**src/sv/spt_pkg.sv**
```systemverilog
// ----------------------------------------------------------------------------
// spt_pkg: shared types and constants for the stepped pulse train
// Field widths, register indexes, reset values and the structs passed
// between the register file, the sequencer core and the top level.
// ----------------------------------------------------------------------------
package spt_pkg;

	localparam int TICK_W  = 24;   // tick count registers
	localparam int CNT_W   = 8;    // pulse_count
	localparam int LVL_W   = 16;   // offset / amplitude registers
	localparam int CUR_W   = 17;   // commanded current
	localparam int PN_W    = 9;    // pulse number
	localparam int ELAP_W  = 32;   // elapsed tick counter
	localparam int SUM_W   = 25;   // sum of two tick counts
	localparam int BND_W   = 35;   // absolute tick bounds
	localparam int IDX_W   = 3;    // register index
	localparam int DATA_W  = 24;   // write data, widest register

	localparam logic [IDX_W-1:0] REG_DELAY     = 3'd0;
	localparam logic [IDX_W-1:0] REG_PULSE     = 3'd1;
	localparam logic [IDX_W-1:0] REG_PAUSE     = 3'd2;
	localparam logic [IDX_W-1:0] REG_COUNT     = 3'd3;
	localparam logic [IDX_W-1:0] REG_HYPER_GAP = 3'd4;
	localparam logic [IDX_W-1:0] REG_OFFSET    = 3'd5;
	localparam logic [IDX_W-1:0] REG_STEP      = 3'd6;
	localparam logic [IDX_W-1:0] REG_HYPER_AMP = 3'd7;

	localparam int RST_DELAY     = 100000;
	localparam int RST_PULSE     = 10000;
	localparam int RST_PAUSE     = 100000;
	localparam int RST_COUNT     = 15;
	localparam int RST_HYPER_GAP = 500;
	localparam int RST_OFFSET    = 0;
	localparam int RST_STEP      = 50;
	localparam int RST_HYPER_AMP = 40;

	localparam int DEF_HYPER_PULSES   = 5;
	localparam int DEF_HYPER_ON_TICKS = 50;

	typedef struct packed {
		logic [TICK_W-1:0]        delay_ticks;
		logic [TICK_W-1:0]        pulse_ticks;
		logic [TICK_W-1:0]        pause_ticks;
		logic [CNT_W-1:0]         pulse_count;
		logic [TICK_W-1:0]        hyper_gap_ticks;
		logic signed [LVL_W-1:0]  offset_level;
		logic signed [LVL_W-1:0]  step_amplitude;
		logic signed [LVL_W-1:0]  hyper_amplitude;
	} cfg_t;

	// sums derived from the registers, kept in flops
	typedef struct packed {
		logic [SUM_W-1:0] per;        // pulse + pause
		logic [SUM_W-1:0] hyp;        // hyper gap + hyper on time
		logic [BND_W-1:0] rst_pend;   // bounds of the first period
		logic [BND_W-1:0] rst_nend;
		logic [BND_W-1:0] rst_hend;
	} der_t;

	typedef struct packed {
		logic signed [CUR_W-1:0] current_pa;
		logic [PN_W-1:0]         pulse_number;
		logic                    finished;
	} res_t;

endpackage

```
**src/sv/spt_cfg.sv**
```systemverilog
// ----------------------------------------------------------------------------
// spt_cfg: configuration registers
// Holds the eight timing and level registers and the sums derived from them.
// ----------------------------------------------------------------------------
module spt_cfg #(
	parameter int HYPER_ON_TICKS = spt_pkg::DEF_HYPER_ON_TICKS
) (
	input  logic                      clk,
	input  logic                      arst_n,
	input  logic                      wr_en,
	input  logic [spt_pkg::IDX_W-1:0] wr_index,
	input  logic [spt_pkg::DATA_W-1:0] wr_data,
	output spt_pkg::cfg_t             cfg,
	output spt_pkg::der_t             der
);
	import spt_pkg::*;

	localparam logic [SUM_W-1:0] ON_S = SUM_W'(HYPER_ON_TICKS);

	cfg_t cfg_q;
	der_t der_q;

	always_ff @(posedge clk or negedge arst_n) begin
		if (!arst_n) begin
			cfg_q.delay_ticks     <= TICK_W'(RST_DELAY);
			cfg_q.pulse_ticks     <= TICK_W'(RST_PULSE);
			cfg_q.pause_ticks     <= TICK_W'(RST_PAUSE);
			cfg_q.pulse_count     <= CNT_W'(RST_COUNT);
			cfg_q.hyper_gap_ticks <= TICK_W'(RST_HYPER_GAP);
			cfg_q.offset_level    <= LVL_W'(RST_OFFSET);
			cfg_q.step_amplitude  <= LVL_W'(RST_STEP);
			cfg_q.hyper_amplitude <= LVL_W'(RST_HYPER_AMP);
		end else if (wr_en) begin
			case (wr_index)
				REG_DELAY:     cfg_q.delay_ticks     <= wr_data;
				REG_PULSE:     cfg_q.pulse_ticks     <= wr_data;
				REG_PAUSE:     cfg_q.pause_ticks     <= wr_data;
				REG_COUNT:     cfg_q.pulse_count     <= wr_data[CNT_W-1:0];
				REG_HYPER_GAP: cfg_q.hyper_gap_ticks <= wr_data;
				REG_OFFSET:    cfg_q.offset_level    <= wr_data[LVL_W-1:0];
				REG_STEP:      cfg_q.step_amplitude  <= wr_data[LVL_W-1:0];
				REG_HYPER_AMP: cfg_q.hyper_amplitude <= wr_data[LVL_W-1:0];
				default: ;
			endcase
		end
	end

	always_ff @(posedge clk or negedge arst_n) begin
		if (!arst_n) begin
			der_q.per      <= SUM_W'(RST_PULSE + RST_PAUSE);
			der_q.hyp      <= SUM_W'(RST_HYPER_GAP + HYPER_ON_TICKS);
			der_q.rst_pend <= BND_W'(RST_DELAY + RST_PULSE);
			der_q.rst_nend <= BND_W'(RST_DELAY + RST_PULSE + RST_PAUSE);
			der_q.rst_hend <= BND_W'(RST_DELAY + RST_HYPER_GAP + HYPER_ON_TICKS);
		end else begin
			der_q.per      <= SUM_W'(cfg_q.pulse_ticks) + SUM_W'(cfg_q.pause_ticks);
			der_q.hyp      <= SUM_W'(cfg_q.hyper_gap_ticks) + ON_S;
			der_q.rst_pend <= BND_W'(cfg_q.delay_ticks) + BND_W'(cfg_q.pulse_ticks);
			der_q.rst_nend <= BND_W'(cfg_q.delay_ticks) + BND_W'(cfg_q.pulse_ticks)
				+ BND_W'(cfg_q.pause_ticks);
			der_q.rst_hend <= BND_W'(cfg_q.delay_ticks) + BND_W'(cfg_q.hyper_gap_ticks)
				+ BND_W'(ON_S);
		end
	end

	assign cfg = cfg_q;
	assign der = der_q;

endmodule

```
**src/sv/spt_core.sv**
```systemverilog
// ----------------------------------------------------------------------------
// spt_core: sequencer state and per-tick level decision
// Keeps elapsed time, period and short-pulse counters and the absolute tick
// bounds of the current period; rebuilds the bounds after a register write.
// ----------------------------------------------------------------------------
module spt_core #(
	parameter int HYPER_PULSES   = spt_pkg::DEF_HYPER_PULSES,
	parameter int HYPER_ON_TICKS = spt_pkg::DEF_HYPER_ON_TICKS
) (
	input  logic          clk,
	input  logic          arst_n,
	input  spt_pkg::cfg_t cfg,
	input  spt_pkg::der_t der,
	input  logic          wr_en,
	input  logic          adv,
	input  logic          restart,
	output spt_pkg::res_t res_next,
	output logic          busy
);
	import spt_pkg::*;

	localparam int HIW = $clog2(HYPER_PULSES + 2);
	localparam logic [HIW-1:0]   HI_MAX = HIW'(HYPER_PULSES);
	localparam logic [HIW-1:0]   HI_ONE = HIW'(1);
	localparam logic [PN_W-1:0]  PN_ONE = PN_W'(1);
	localparam logic [BND_W-1:0] ON_B   = BND_W'(HYPER_ON_TICKS);

	// bound rebuild sequence
	localparam logic [2:0] RC_IDLE   = 3'd0;
	localparam logic [2:0] RC_SETTLE = 3'd1;
	localparam logic [2:0] RC_MUL    = 3'd2;
	localparam logic [2:0] RC_START  = 3'd3;
	localparam logic [2:0] RC_BOUND  = 3'd4;

	logic [2:0]              rc_q;
	logic [ELAP_W-1:0]       elapsed_q;
	logic [PN_W-1:0]         pi_q;
	logic [HIW-1:0]          hi_q;
	logic signed [CUR_W-1:0] last_q;
	logic [BND_W-1:0]        pend_q, nend_q, hend_q;
	logic [BND_W-1:0]        prod_p_q, prod_h_q, start_q;

	logic [PN_W-1:0]           pm1;
	logic [CNT_W+SUM_W-1:0]    prod_p_w;
	logic [HIW+SUM_W-1:0]      prod_h_w;

	logic [ELAP_W-1:0]       t;
	logic [BND_W-1:0]        t_b;
	logic [PN_W-1:0]         pi_e, pi_inc, pc;
	logic [HIW-1:0]          hi_e;
	logic [BND_W-1:0]        pend_e, nend_e, hend_e;
	logic                    active, in_pulse, hyp_ok, hyp_on, hyp_adv, per_end;
	logic signed [CUR_W-1:0] lo, ls, lh;

	logic [ELAP_W-1:0]       el_n;
	logic [PN_W-1:0]         pi_n;
	logic [HIW-1:0]          hi_n;
	logic [BND_W-1:0]        pend_n, nend_n, hend_n;
	logic signed [CUR_W-1:0] lvl_n;

	assign busy = (rc_q != RC_IDLE);

	// restart takes effect before the tick is evaluated
	assign t      = restart ? '0 : elapsed_q;
	assign t_b    = {{(BND_W-ELAP_W){1'b0}}, t};
	assign pi_e   = restart ? PN_ONE : pi_q;
	assign hi_e   = restart ? HI_ONE : hi_q;
	assign pend_e = restart ? der.rst_pend : pend_q;
	assign nend_e = restart ? der.rst_nend : nend_q;
	assign hend_e = restart ? der.rst_hend : hend_q;
	assign pc     = {1'b0, cfg.pulse_count};
	assign pi_inc = pi_e + PN_ONE;

	assign lo = {cfg.offset_level[LVL_W-1], cfg.offset_level};
	assign ls = lo + {cfg.step_amplitude[LVL_W-1], cfg.step_amplitude};
	assign lh = lo + {cfg.hyper_amplitude[LVL_W-1], cfg.hyper_amplitude};

	assign active   = (pi_e <= pc);
	assign in_pulse = (t_b >= BND_W'(cfg.delay_ticks)) && (t_b < pend_e);
	assign hyp_ok   = (hi_e <= HI_MAX);
	assign hyp_on   = ((t_b + ON_B) >= hend_e);
	assign hyp_adv  = (t_b >= hend_e);
	assign per_end  = (t_b >= nend_e);

	always_comb begin
		if (restart)
			el_n = ELAP_W'(1);
		else if (&elapsed_q)
			el_n = elapsed_q;
		else
			el_n = elapsed_q + ELAP_W'(1);

		pi_n   = pi_e;
		hi_n   = hi_e;
		pend_n = pend_e;
		nend_n = nend_e;
		hend_n = hend_e;
		lvl_n  = last_q;

		if (active) begin
			if (in_pulse) begin
				lvl_n = ls;
				if (hyp_ok && hyp_on)
					lvl_n = lh;
				// short pulse holds one tick past its end, then advances
				if (hyp_ok && hyp_adv) begin
					hi_n   = hi_e + HI_ONE;
					hend_n = hend_e + BND_W'(der.hyp);
				end
			end else if (per_end) begin
				pi_n   = pi_inc;
				hi_n   = HI_ONE;
				pend_n = pend_e + BND_W'(der.per);
				nend_n = nend_e + BND_W'(der.per);
				hend_n = nend_e + BND_W'(der.hyp);
				lvl_n  = (pi_inc > pc) ? lo : ls;
			end else begin
				lvl_n = lo;
			end
		end
	end

	assign res_next.current_pa   = lvl_n;
	assign res_next.pulse_number = pi_n;
	assign res_next.finished     = (pi_n > pc);

	// bound rebuild: start = delay + (pi-1)*per, hend = start + hi*hyp
	assign pm1      = pi_q - PN_ONE;
	assign prod_p_w = pm1[CNT_W-1:0] * der.per;
	assign prod_h_w = hi_q * der.hyp;

	always_ff @(posedge clk) begin
		if (rc_q == RC_MUL) begin
			prod_p_q <= BND_W'(prod_p_w);
			prod_h_q <= BND_W'(prod_h_w);
		end
		if (rc_q == RC_START)
			start_q <= BND_W'(cfg.delay_ticks) + prod_p_q;
	end

	always_ff @(posedge clk or negedge arst_n) begin
		if (!arst_n) begin
			rc_q      <= RC_IDLE;
			elapsed_q <= '0;
			pi_q      <= PN_ONE;
			hi_q      <= HI_ONE;
			last_q    <= '0;
			pend_q    <= BND_W'(RST_DELAY + RST_PULSE);
			nend_q    <= BND_W'(RST_DELAY + RST_PULSE + RST_PAUSE);
			hend_q    <= BND_W'(RST_DELAY + RST_HYPER_GAP + HYPER_ON_TICKS);
		end else begin
			if (wr_en) begin
				rc_q <= RC_SETTLE;
			end else begin
				case (rc_q)
					RC_IDLE:   rc_q <= RC_IDLE;
					RC_SETTLE: rc_q <= RC_MUL;
					RC_MUL:    rc_q <= RC_START;
					RC_START:  rc_q <= RC_BOUND;
					RC_BOUND:  rc_q <= RC_IDLE;
					default:   rc_q <= RC_IDLE;
				endcase
			end

			if (rc_q == RC_BOUND) begin
				pend_q <= start_q + BND_W'(cfg.pulse_ticks);
				nend_q <= start_q + BND_W'(der.per);
				hend_q <= start_q + prod_h_q;
			end else if (adv) begin
				elapsed_q <= el_n;
				pi_q      <= pi_n;
				hi_q      <= hi_n;
				last_q    <= lvl_n;
				pend_q    <= pend_n;
				nend_q    <= nend_n;
				hend_q    <= hend_n;
			end
		end
	end

endmodule

```
**src/sv/stepped_pulse_train_with_hyper_pulses.sv**
```systemverilog
// ----------------------------------------------------------------------------
// stepped_pulse_train_with_hyper_pulses: stimulus current sequencer
// One input item per sample tick; one result item with the commanded current.
// ----------------------------------------------------------------------------
// Usage:
//   Input channel (item_valid/item_ready, restart): one transfer per sample
//   tick. restart=1 zeroes elapsed time and sets the period and short-pulse
//   counters to one before that tick is evaluated.
//   Output channel (result_valid/result_ready): current_pa, pulse_number and
//   finished for each tick, in order.
//   The input register takes the item at the transfer edge and the result
//   register takes it once the result slot is free. Throughput: one item
//   per cycle unless a bound rebuild or a stalled receiver holds the flow; the
//   decision is a few compares and adds against registered period bounds.
//   If the receiver stalls, the input register still takes one more item;
//   item_ready then drops until the result is taken.
//   Register writes (wr_en/wr_index/wr_data) are taken at once; afterwards
//   item_ready stays low while the period bounds are rebuilt from
//   the new values (one multiply stage, two add stages).
//   Reset loads the defaults, clears elapsed time, sets period and short-pulse
//   counters to one; the block is ready in the first cycle after reset.
// ----------------------------------------------------------------------------
module stepped_pulse_train_with_hyper_pulses #(
	parameter int HYPER_PULSES   = spt_pkg::DEF_HYPER_PULSES,
	parameter int HYPER_ON_TICKS = spt_pkg::DEF_HYPER_ON_TICKS
) (
	input  logic                              clk,
	input  logic                              arst_n,
	input  logic                              item_valid,
	output logic                              item_ready,
	input  logic                              restart,
	output logic                              result_valid,
	input  logic                              result_ready,
	output logic signed [spt_pkg::CUR_W-1:0]  current_pa,
	output logic [spt_pkg::PN_W-1:0]          pulse_number,
	output logic                              finished,
	input  logic                              wr_en,
	input  logic [spt_pkg::IDX_W-1:0]         wr_index,
	input  logic [spt_pkg::DATA_W-1:0]        wr_data
);
	import spt_pkg::*;

	cfg_t cfg;
	der_t der;
	res_t res_next;
	res_t res_q;
	logic busy;
	logic v_s1, restart_s1;
	logic valid_q;
	logic adv;

	spt_cfg #(
		.HYPER_ON_TICKS(HYPER_ON_TICKS)
	) u_cfg (
		.clk      (clk),
		.arst_n   (arst_n),
		.wr_en    (wr_en),
		.wr_index (wr_index),
		.wr_data  (wr_data),
		.cfg      (cfg),
		.der      (der)
	);

	spt_core #(
		.HYPER_PULSES   (HYPER_PULSES),
		.HYPER_ON_TICKS (HYPER_ON_TICKS)
	) u_core (
		.clk      (clk),
		.arst_n   (arst_n),
		.cfg      (cfg),
		.der      (der),
		.wr_en    (wr_en),
		.adv      (adv),
		.restart  (restart_s1),
		.res_next (res_next),
		.busy     (busy)
	);

	// item in the input register moves on when the result slot frees up
	assign adv        = v_s1 && (!valid_q || result_ready);
	assign item_ready = !busy && (!v_s1 || adv);

	always_ff @(posedge clk or negedge arst_n) begin
		if (!arst_n) begin
			v_s1    <= 1'b0;
			valid_q <= 1'b0;
		end else begin
			if (item_ready)
				v_s1 <= item_valid;
			if (adv)
				valid_q <= 1'b1;
			else if (result_ready)
				valid_q <= 1'b0;
		end
	end

	always_ff @(posedge clk) begin
		if (item_valid && item_ready)
			restart_s1 <= restart;
		if (adv)
			res_q <= res_next;
	end

	assign result_valid = valid_q;
	assign current_pa   = res_q.current_pa;
	assign pulse_number = res_q.pulse_number;
	assign finished     = res_q.finished;

	a_adv_fills: assert property (@(posedge clk) disable iff (!arst_n)
		adv |=> result_valid)
		else $error("advanced item did not reach the result register");

	a_pnum_nonzero: assert property (@(posedge clk) disable iff (!arst_n)
		result_valid |-> pulse_number != '0)
		else $error("pulse number zero on a valid result");

	a_wr_blocks: assert property (@(posedge clk) disable iff (!arst_n)
		wr_en |=> !item_ready)
		else $error("input taken while period bounds are rebuilt");

endmodule
```
**config.mk**
```make
export PLATFORM = sky130hd
export DESIGN_NAME = stepped_pulse_train_with_hyper_pulses
export DESIGN_NICKNAME = d
export VERILOG_FILES = /design/src/sv/spt_pkg.sv /design/src/sv/spt_cfg.sv /design/src/sv/spt_core.sv /design/src/sv/stepped_pulse_train_with_hyper_pulses.sv
export SDC_FILE = /design/constraint.sdc
export NUM_CORES = 2
export LEC_CHECK = 0
export ABC_AREA = 1
export BUFFER_PORTS_ARGS = -buffer_cell sky130_fd_sc_hd__buf_2
export CORE_UTILIZATION = 60
export DETAILED_ROUTE_END_ITERATION = 6
export MAX_ROUTING_LAYER = met4
export PLACE_DENSITY = 0.91
export SETUP_SLACK_MARGIN = 0.4
export SLEW_MARGIN = 20
export SYNTH_ARGS = -nofsm -noshare
export SYNTH_HDL_FRONTEND = slang
export SYNTH_HIERARCHICAL = 1
export SYNTH_SLANG_ARGS = --single-unit
```
**constraint.sdc**
```tcl
create_clock -name clk -period 6.03 [get_ports clk]
set_input_delay 0.9045 -clock clk [delete_from_list [all_inputs] [get_ports clk]]
set_output_delay 0.9045 -clock clk [all_outputs]
set_load 0.02 [all_outputs]
```
# [Word-level counts from Yosys, hierarchy flattened]
# Index checks and enable logic that the tools add are counted.
# W data, S select, Z words.
[classes] n_bitwise=1 n_reduce_logical=26 eq_ne=12 order_cmp=9 mux=40 n_addsub=21 mul=2
[ops] cell="$mux W35" n=19
[ops] cell="$add A35 B25 Y35" n=5
[ops] cell="$mux W32" n=3
[ops] cell="$mux W17" n=5
[ops] cell="$add A24 B24 Y25" n=3
[ops] cell="$add A35 B24 Y35" n=2
[ops] cell="$ge A32 B35 Y1" n=2
[ops] cell="$mux W9" n=4
[ops] cell="$add A35 B28 Y35" n=1
[ops] cell="$add A35 B6 Y35 const B" n=1
[ops] cell="$ge A35 B35 Y1" n=1
[ops] cell="$lt A32 B35 Y1" n=1
[ops] cell="$add A16 B16 Y17" n=2
[ops] cell="$add A24 B33 Y34" n=1
[ops] cell="$add A32 B6 Y33 const B" n=1
[ops] cell="$mul A8 B25 Y33" n=1
[ops] cell="$add A32 B1 Y32 const B" n=1
[ops] cell="$ge A32 B24 Y1" n=1
[ops] cell="$reduce_and A32 Y1" n=1
[ops] cell="$mul A3 B25 Y28" n=1
[ops] cell="$add A24 B6 Y25 const B" n=1
[ops] cell="$gt A9 B8 Y1" n=2
[ops] cell="$mux W3" n=6
[ops] cell="$reduce_and A2 Y1" n=9
[ops] cell="19 further kinds" n=37
[totals] register_bits=602 elab_cells=141 out_inout_bits=29

# [Longest topological paths before layout]
[logic_depth] ltp_word=8 mapped_depth=35

# [By module]
# The synthesis kept the hierarchy.
[modules_own_cells] mod="spt_core" cells_per_inst=6491 n_inst=1 area_per_inst_um2=42650.9
[modules_own_cells] mod="spt_cfg" cells_per_inst=1875 n_inst=1 area_per_inst_um2=15613.7
[modules_own_cells] mod="stepped_pulse_train_with_hyper_pulses" cells_per_inst=44 n_inst=1 area_per_inst_um2=963.4

# [Worst setup path after synthesis]
# Ideal clock, no wire load.
[synth_timing] path_type="flip-flop to flip-flop" from="register u_core.pi_q[0]" to="register u_core.prod_p_q[28] (data pin)" setup_ns=0.252 slack_ns=-0.136 stages_incl_launch_ff=29 synth_period_minus_slack_ns=6.166 arrival_ns=5.914 t_required_ns=5.778 path_buffers=3 path_cell_list="dfstp_2 clkbuf_1 inv_1 buf_1 ha_1 nand2_1 nor3_1 or2_2 nand2_1 clkbuf_1 nor2_1 fa_1 fa_1 fa_1 inv_1 fa_1 inv_1 ha_1 nand2_1 o21ai_0 a21oi_1 nor2_1 o21bai_1 o21ai_0 nand2_1 o21ai_0 nand3_1 nand3_1 nand2_1"
[synth_between] elab_chain_cells=2
[synth_rtl] element="start: declaration" line_no="spt_core.sv:37" text="logic [PN_W-1:0] pi_q;"
[synth_rtl] element="start signal: assignment" line_no="spt_core.sv:171" text="pi_q <= pi_n;"
[synth_rtl] element="$sub A8 B1 Y8" line_no="spt_core.sv:128" text="assign pm1 = pi_q - PN_ONE;"
[synth_rtl] element="$mul A8 B25 Y33" line_no="spt_core.sv:129" text="assign prod_p_w = pm1[CNT_W-1:0] * der.per;"
[synth_rtl] element="named net u_core.prod_p_w[28]" line_no="spt_core.sv:44" text="logic [CNT_W+SUM_W-1:0] prod_p_w;"
[synth_rtl] element="end signal: assignment" line_no="spt_core.sv:134" text="prod_p_q <= BND_W'(prod_p_w);"
[synth_rtl] element="end: declaration" line_no="spt_core.sv:41" text="logic [BND_W-1:0] prod_p_q, prod_h_q, start_q;"
# The timed path passes the listed nets, and every way through them passes these cells.
# A chain may end at the register's enable or synchronous reset.

# [Final worst setup path]
[layout_timing] from="register u_core.pi_q[1]" to="register u_core.prod_p_q[28] (data pin)"
# Same word-level chain as after synthesis.

==> metrics.cfg <==
[timing]
final.setup.tns_ps=0
holdWs_ps=173
drv_slew=0
fin_skew_ps=39.4
tightest_slew_ps=1150
period_minus_slack_ps=5570
final.period_utilization_pct=92.4
final_hold_viol_count=0
max_slew_margin_pct=23.4
timing.final.ws_setup_ps=461
fmax_ghz=0.180
setup_violations=0
rsz0062_at_grt=true

[clock_network]
cts.reportedPaths.clkPinSlew_ps=60
htree_levels=3
cts_buffers=71
clk_latency_ps=690
clk_path_buf_depth=3
cts.sinks=573
cts-root-buf=clkbuf_16
cts_tree=done

[synthesis]
yosys_warnings=6
synth_cells=8410
synth_enable_flop_cells=123
synth_area_per_cell_sq_um=7.04
ys.flop_type=dfrtp_1
yosysUniqueCellTypes=68
async_flop_share_pct=78.5
synth_area_sq_um=59200
ys_ff_latch=573
ys_seq_area_share_pct=25.4

[global_route]
grt_use_total_pct=50.1
grt_first_pass_wirelength_mm=359
grt_use_met3_pct=15.1
antenna_found_initial=16
globalRouteOverflowTotal=0
grt_use_met1_pct=61.2
grt_pass1_vias=57600
met2_usage_pct=70.7
grt_max_degree=134
top_usage_layer=met2

[status]
outcome=finished with violations
violations=design-rule violations

[floorplan]
die_h_microns=316
dieArea_sq_um=100000
fp.dieW_microns=316
rows=114
pin_count=62
initial_core_util_pct=60.9
coreArea_sq_um=97300

[final_layout]
fin_util_pct=66.9
n_fill_cell=8336
drive_gt1_share_pct=9.70
synthToLayoutAreaGrowth_pct=9.86
multi_input_area_sq_um=39700
final_net_count=9341
regArea_sq_um=15100

[route]
via_per_inst=6.25
first_pass_iters=7
antenna_left=0
drt_iter0_drc=8416
finalWirelength_mm=247
wl_per_cell_microns=24.9
num_vias=61800
drcViolationCount=6

[critical_path]
cp-start-kind=register
crit_top_cell=fa_1
critPathKind=reg -> reg
path_max_fanout=5
path_buf_inv=5
max_stage_delay_ps=550
cp-end-kind=register
crit_family=adder cells
arrival_ps=5990
required_ps=6460
crit_slowest_cell=fa_1

[min_path]
hold_class=in -> async

[place]
dp_hpwl_mm=193
port-buffer-count=61
gp_congestion=1.14
post-place-ws_ps=169

[run]
max_cap_viol_count=0

## cell usage in the layout, fill, tap and decap left out, types with 20 or more instances in the layout
master	synthesis	routed
a31oi_1	47	47
diode_2	0	24
o21ai_1	40	46
ha_1	592	571
nand2_2	35	46
or2_2	121	119
inv_1	1086	1071
nor2_1	811	787
nor2_2	30	43
edfxtp_1	123	123
inv_2	29	40
nor3_1	113	107
nand3_1	455	452
buf_4	34	154
xnor2_1	125	125
conb_1	1	28
a21o_1	45	45
dfrtp_1	357	357
nor2_4	11	22
clkbuf_16	0	74
buf_2	24	60
o21ai_0	567	556
fa_1	176	174
nor4_1	21	20
o21bai_1	47	47
nand4_1	110	110
xor2_1	243	243
o21a_1	30	30
and2_1	24	24
dfstp_2	93	93
o31ai_1	23	23
nand2_1	2056	2039
a21oi_1	649	632
## per-layer routing
metal	routed length, microns	up-vias
li1	-	27800
met1	91700	28700
met2	101000	4244
met3	32600	1072
met4	21500	0
met5	0	-
## synthesized netlist by cell type, types with 24 or more instances
master / instances / area, sq um
a21o_1: 45 / 338
a21oi_1: 649 / 3250
a31oi_1: 47 / 294
and2_1: 24 / 150
buf_2: 24 / 120
buf_4: 34 / 255
clkbuf_1: 126 / 473
dfrtp_1: 357 / 8930
dfstp_2: 93 / 2440
edfxtp_1: 123 / 3690
fa_1: 176 / 3520
ha_1: 592 / 7410
inv_1: 1086 / 4080
inv_2: 29 / 109
nand2_1: 2056 / 7720
nand2_2: 35 / 219
nand3_1: 455 / 2280
nand4_1: 110 / 688
nor2_1: 811 / 3040
nor2_2: 30 / 188
nor3_1: 113 / 566
o21a_1: 30 / 225
o21ai_0: 567 / 2840
o21ai_1: 40 / 200
o21bai_1: 47 / 353
or2_2: 121 / 757
xnor2_1: 125 / 1090
xor2_1: 243 / 2130
## worst reg2reg max path, delay by kind of cell (launching register included)
kind / cells / cell delay [ps]
adder cells (fa/ha/maj): 5 / 2300
buffers and inverters: 5 / 540
flip-flops: 1 / 390
AO/OA/AOI/OAI: 4 / 520
AND/OR/NAND/NOR: 13 / 1550
## registers in the layout, indices dropped and copies added, names as in the netlist, 3 cells and up
| name | count |
|---|---|
| u_core/elapsed_q | 32 |
| u_cfg/cfg | 152 |
| u_core/hi_q | 3 |
| u_core/prod_p_q | 33 |
| u_core/rc_q | 3 |
| u_core/pi_q | 9 |
| u_core/last_q | 17 |
| u_cfg/der | 127 |
| u_core/nend_q | 35 |
| u_core/hend_q | 35 |
| pulse_number | 9 |
| current_pa | 17 |
| u_core/pend_q | 35 |
| u_core/start_q | 34 |
| u_core/prod_h_q | 28 |
## cell families after synthesis
logic type	synth area share [%]
AO/OA/AOI/OAI	14.0
XOR/XNOR	5.47
adder cells (fa/ha/maj)	18.5
buffers and inverters	8.82
flip-flops	25.4
multiplexers	0.0338
other	0.00633
AND/OR/NAND/NOR	27.8
## timing repair
| item | CTS | global route |
|---|---|---|
| pin swaps | 10 | 73 |
| cloned | 1 | 1 |
| buffers inserted | 3 | 22 |
| hold endpoints to repair | 0 | 0 |
| hold buffers | 0 | 0 |
| resized for setup | 34 | 113 |
| endpoints found under the setup margin | 13 | 31 |
## path summary, 6_finish.rpt
check	from	slack, ps	end	cells after the start
setup / recovery	u_core/pi_q[1]	460	u_core/prod_p_q[28]	27
hold / removal	arst_n	170	u_core/elapsed_q[19]	1
setup reg to reg	u_core/pi_q[1]	460	u_core/prod_p_q[28]	27
hold reg to reg	u_cfg/cfg[48]	420	u_cfg/der[105]	0
max in group asynchronous	arst_n	4590	u_cfg/cfg[6]	2
min in group clk	u_cfg/cfg[48]	420	u_cfg/der[105]	0
## through the flow
step / area (sq um) / std cells
2_1_floorplan: 59400 / 8437
3_3_place_gp: 61600 / 9716
3_5_place_dp: 61600 / 9716
4_1_cts: 64400 / 9851
5_1_grt: 65000 / 9890
6_report: 65100 / 9898
## cell type report
class                   instances  area share, %
clock buffers                  94           3.07
repair buffers                236           2.86
well taps                    1276           2.45
diodes                         24         0.0923
inverters                    1120           6.48
clock inverters                37          0.898
flip-flops and latches        573           23.2
multi-input cells            6538           61.0
Power is not shown: default switching activity piles up to over one toggle a cycle in this logic, so the estimate is an artifact.
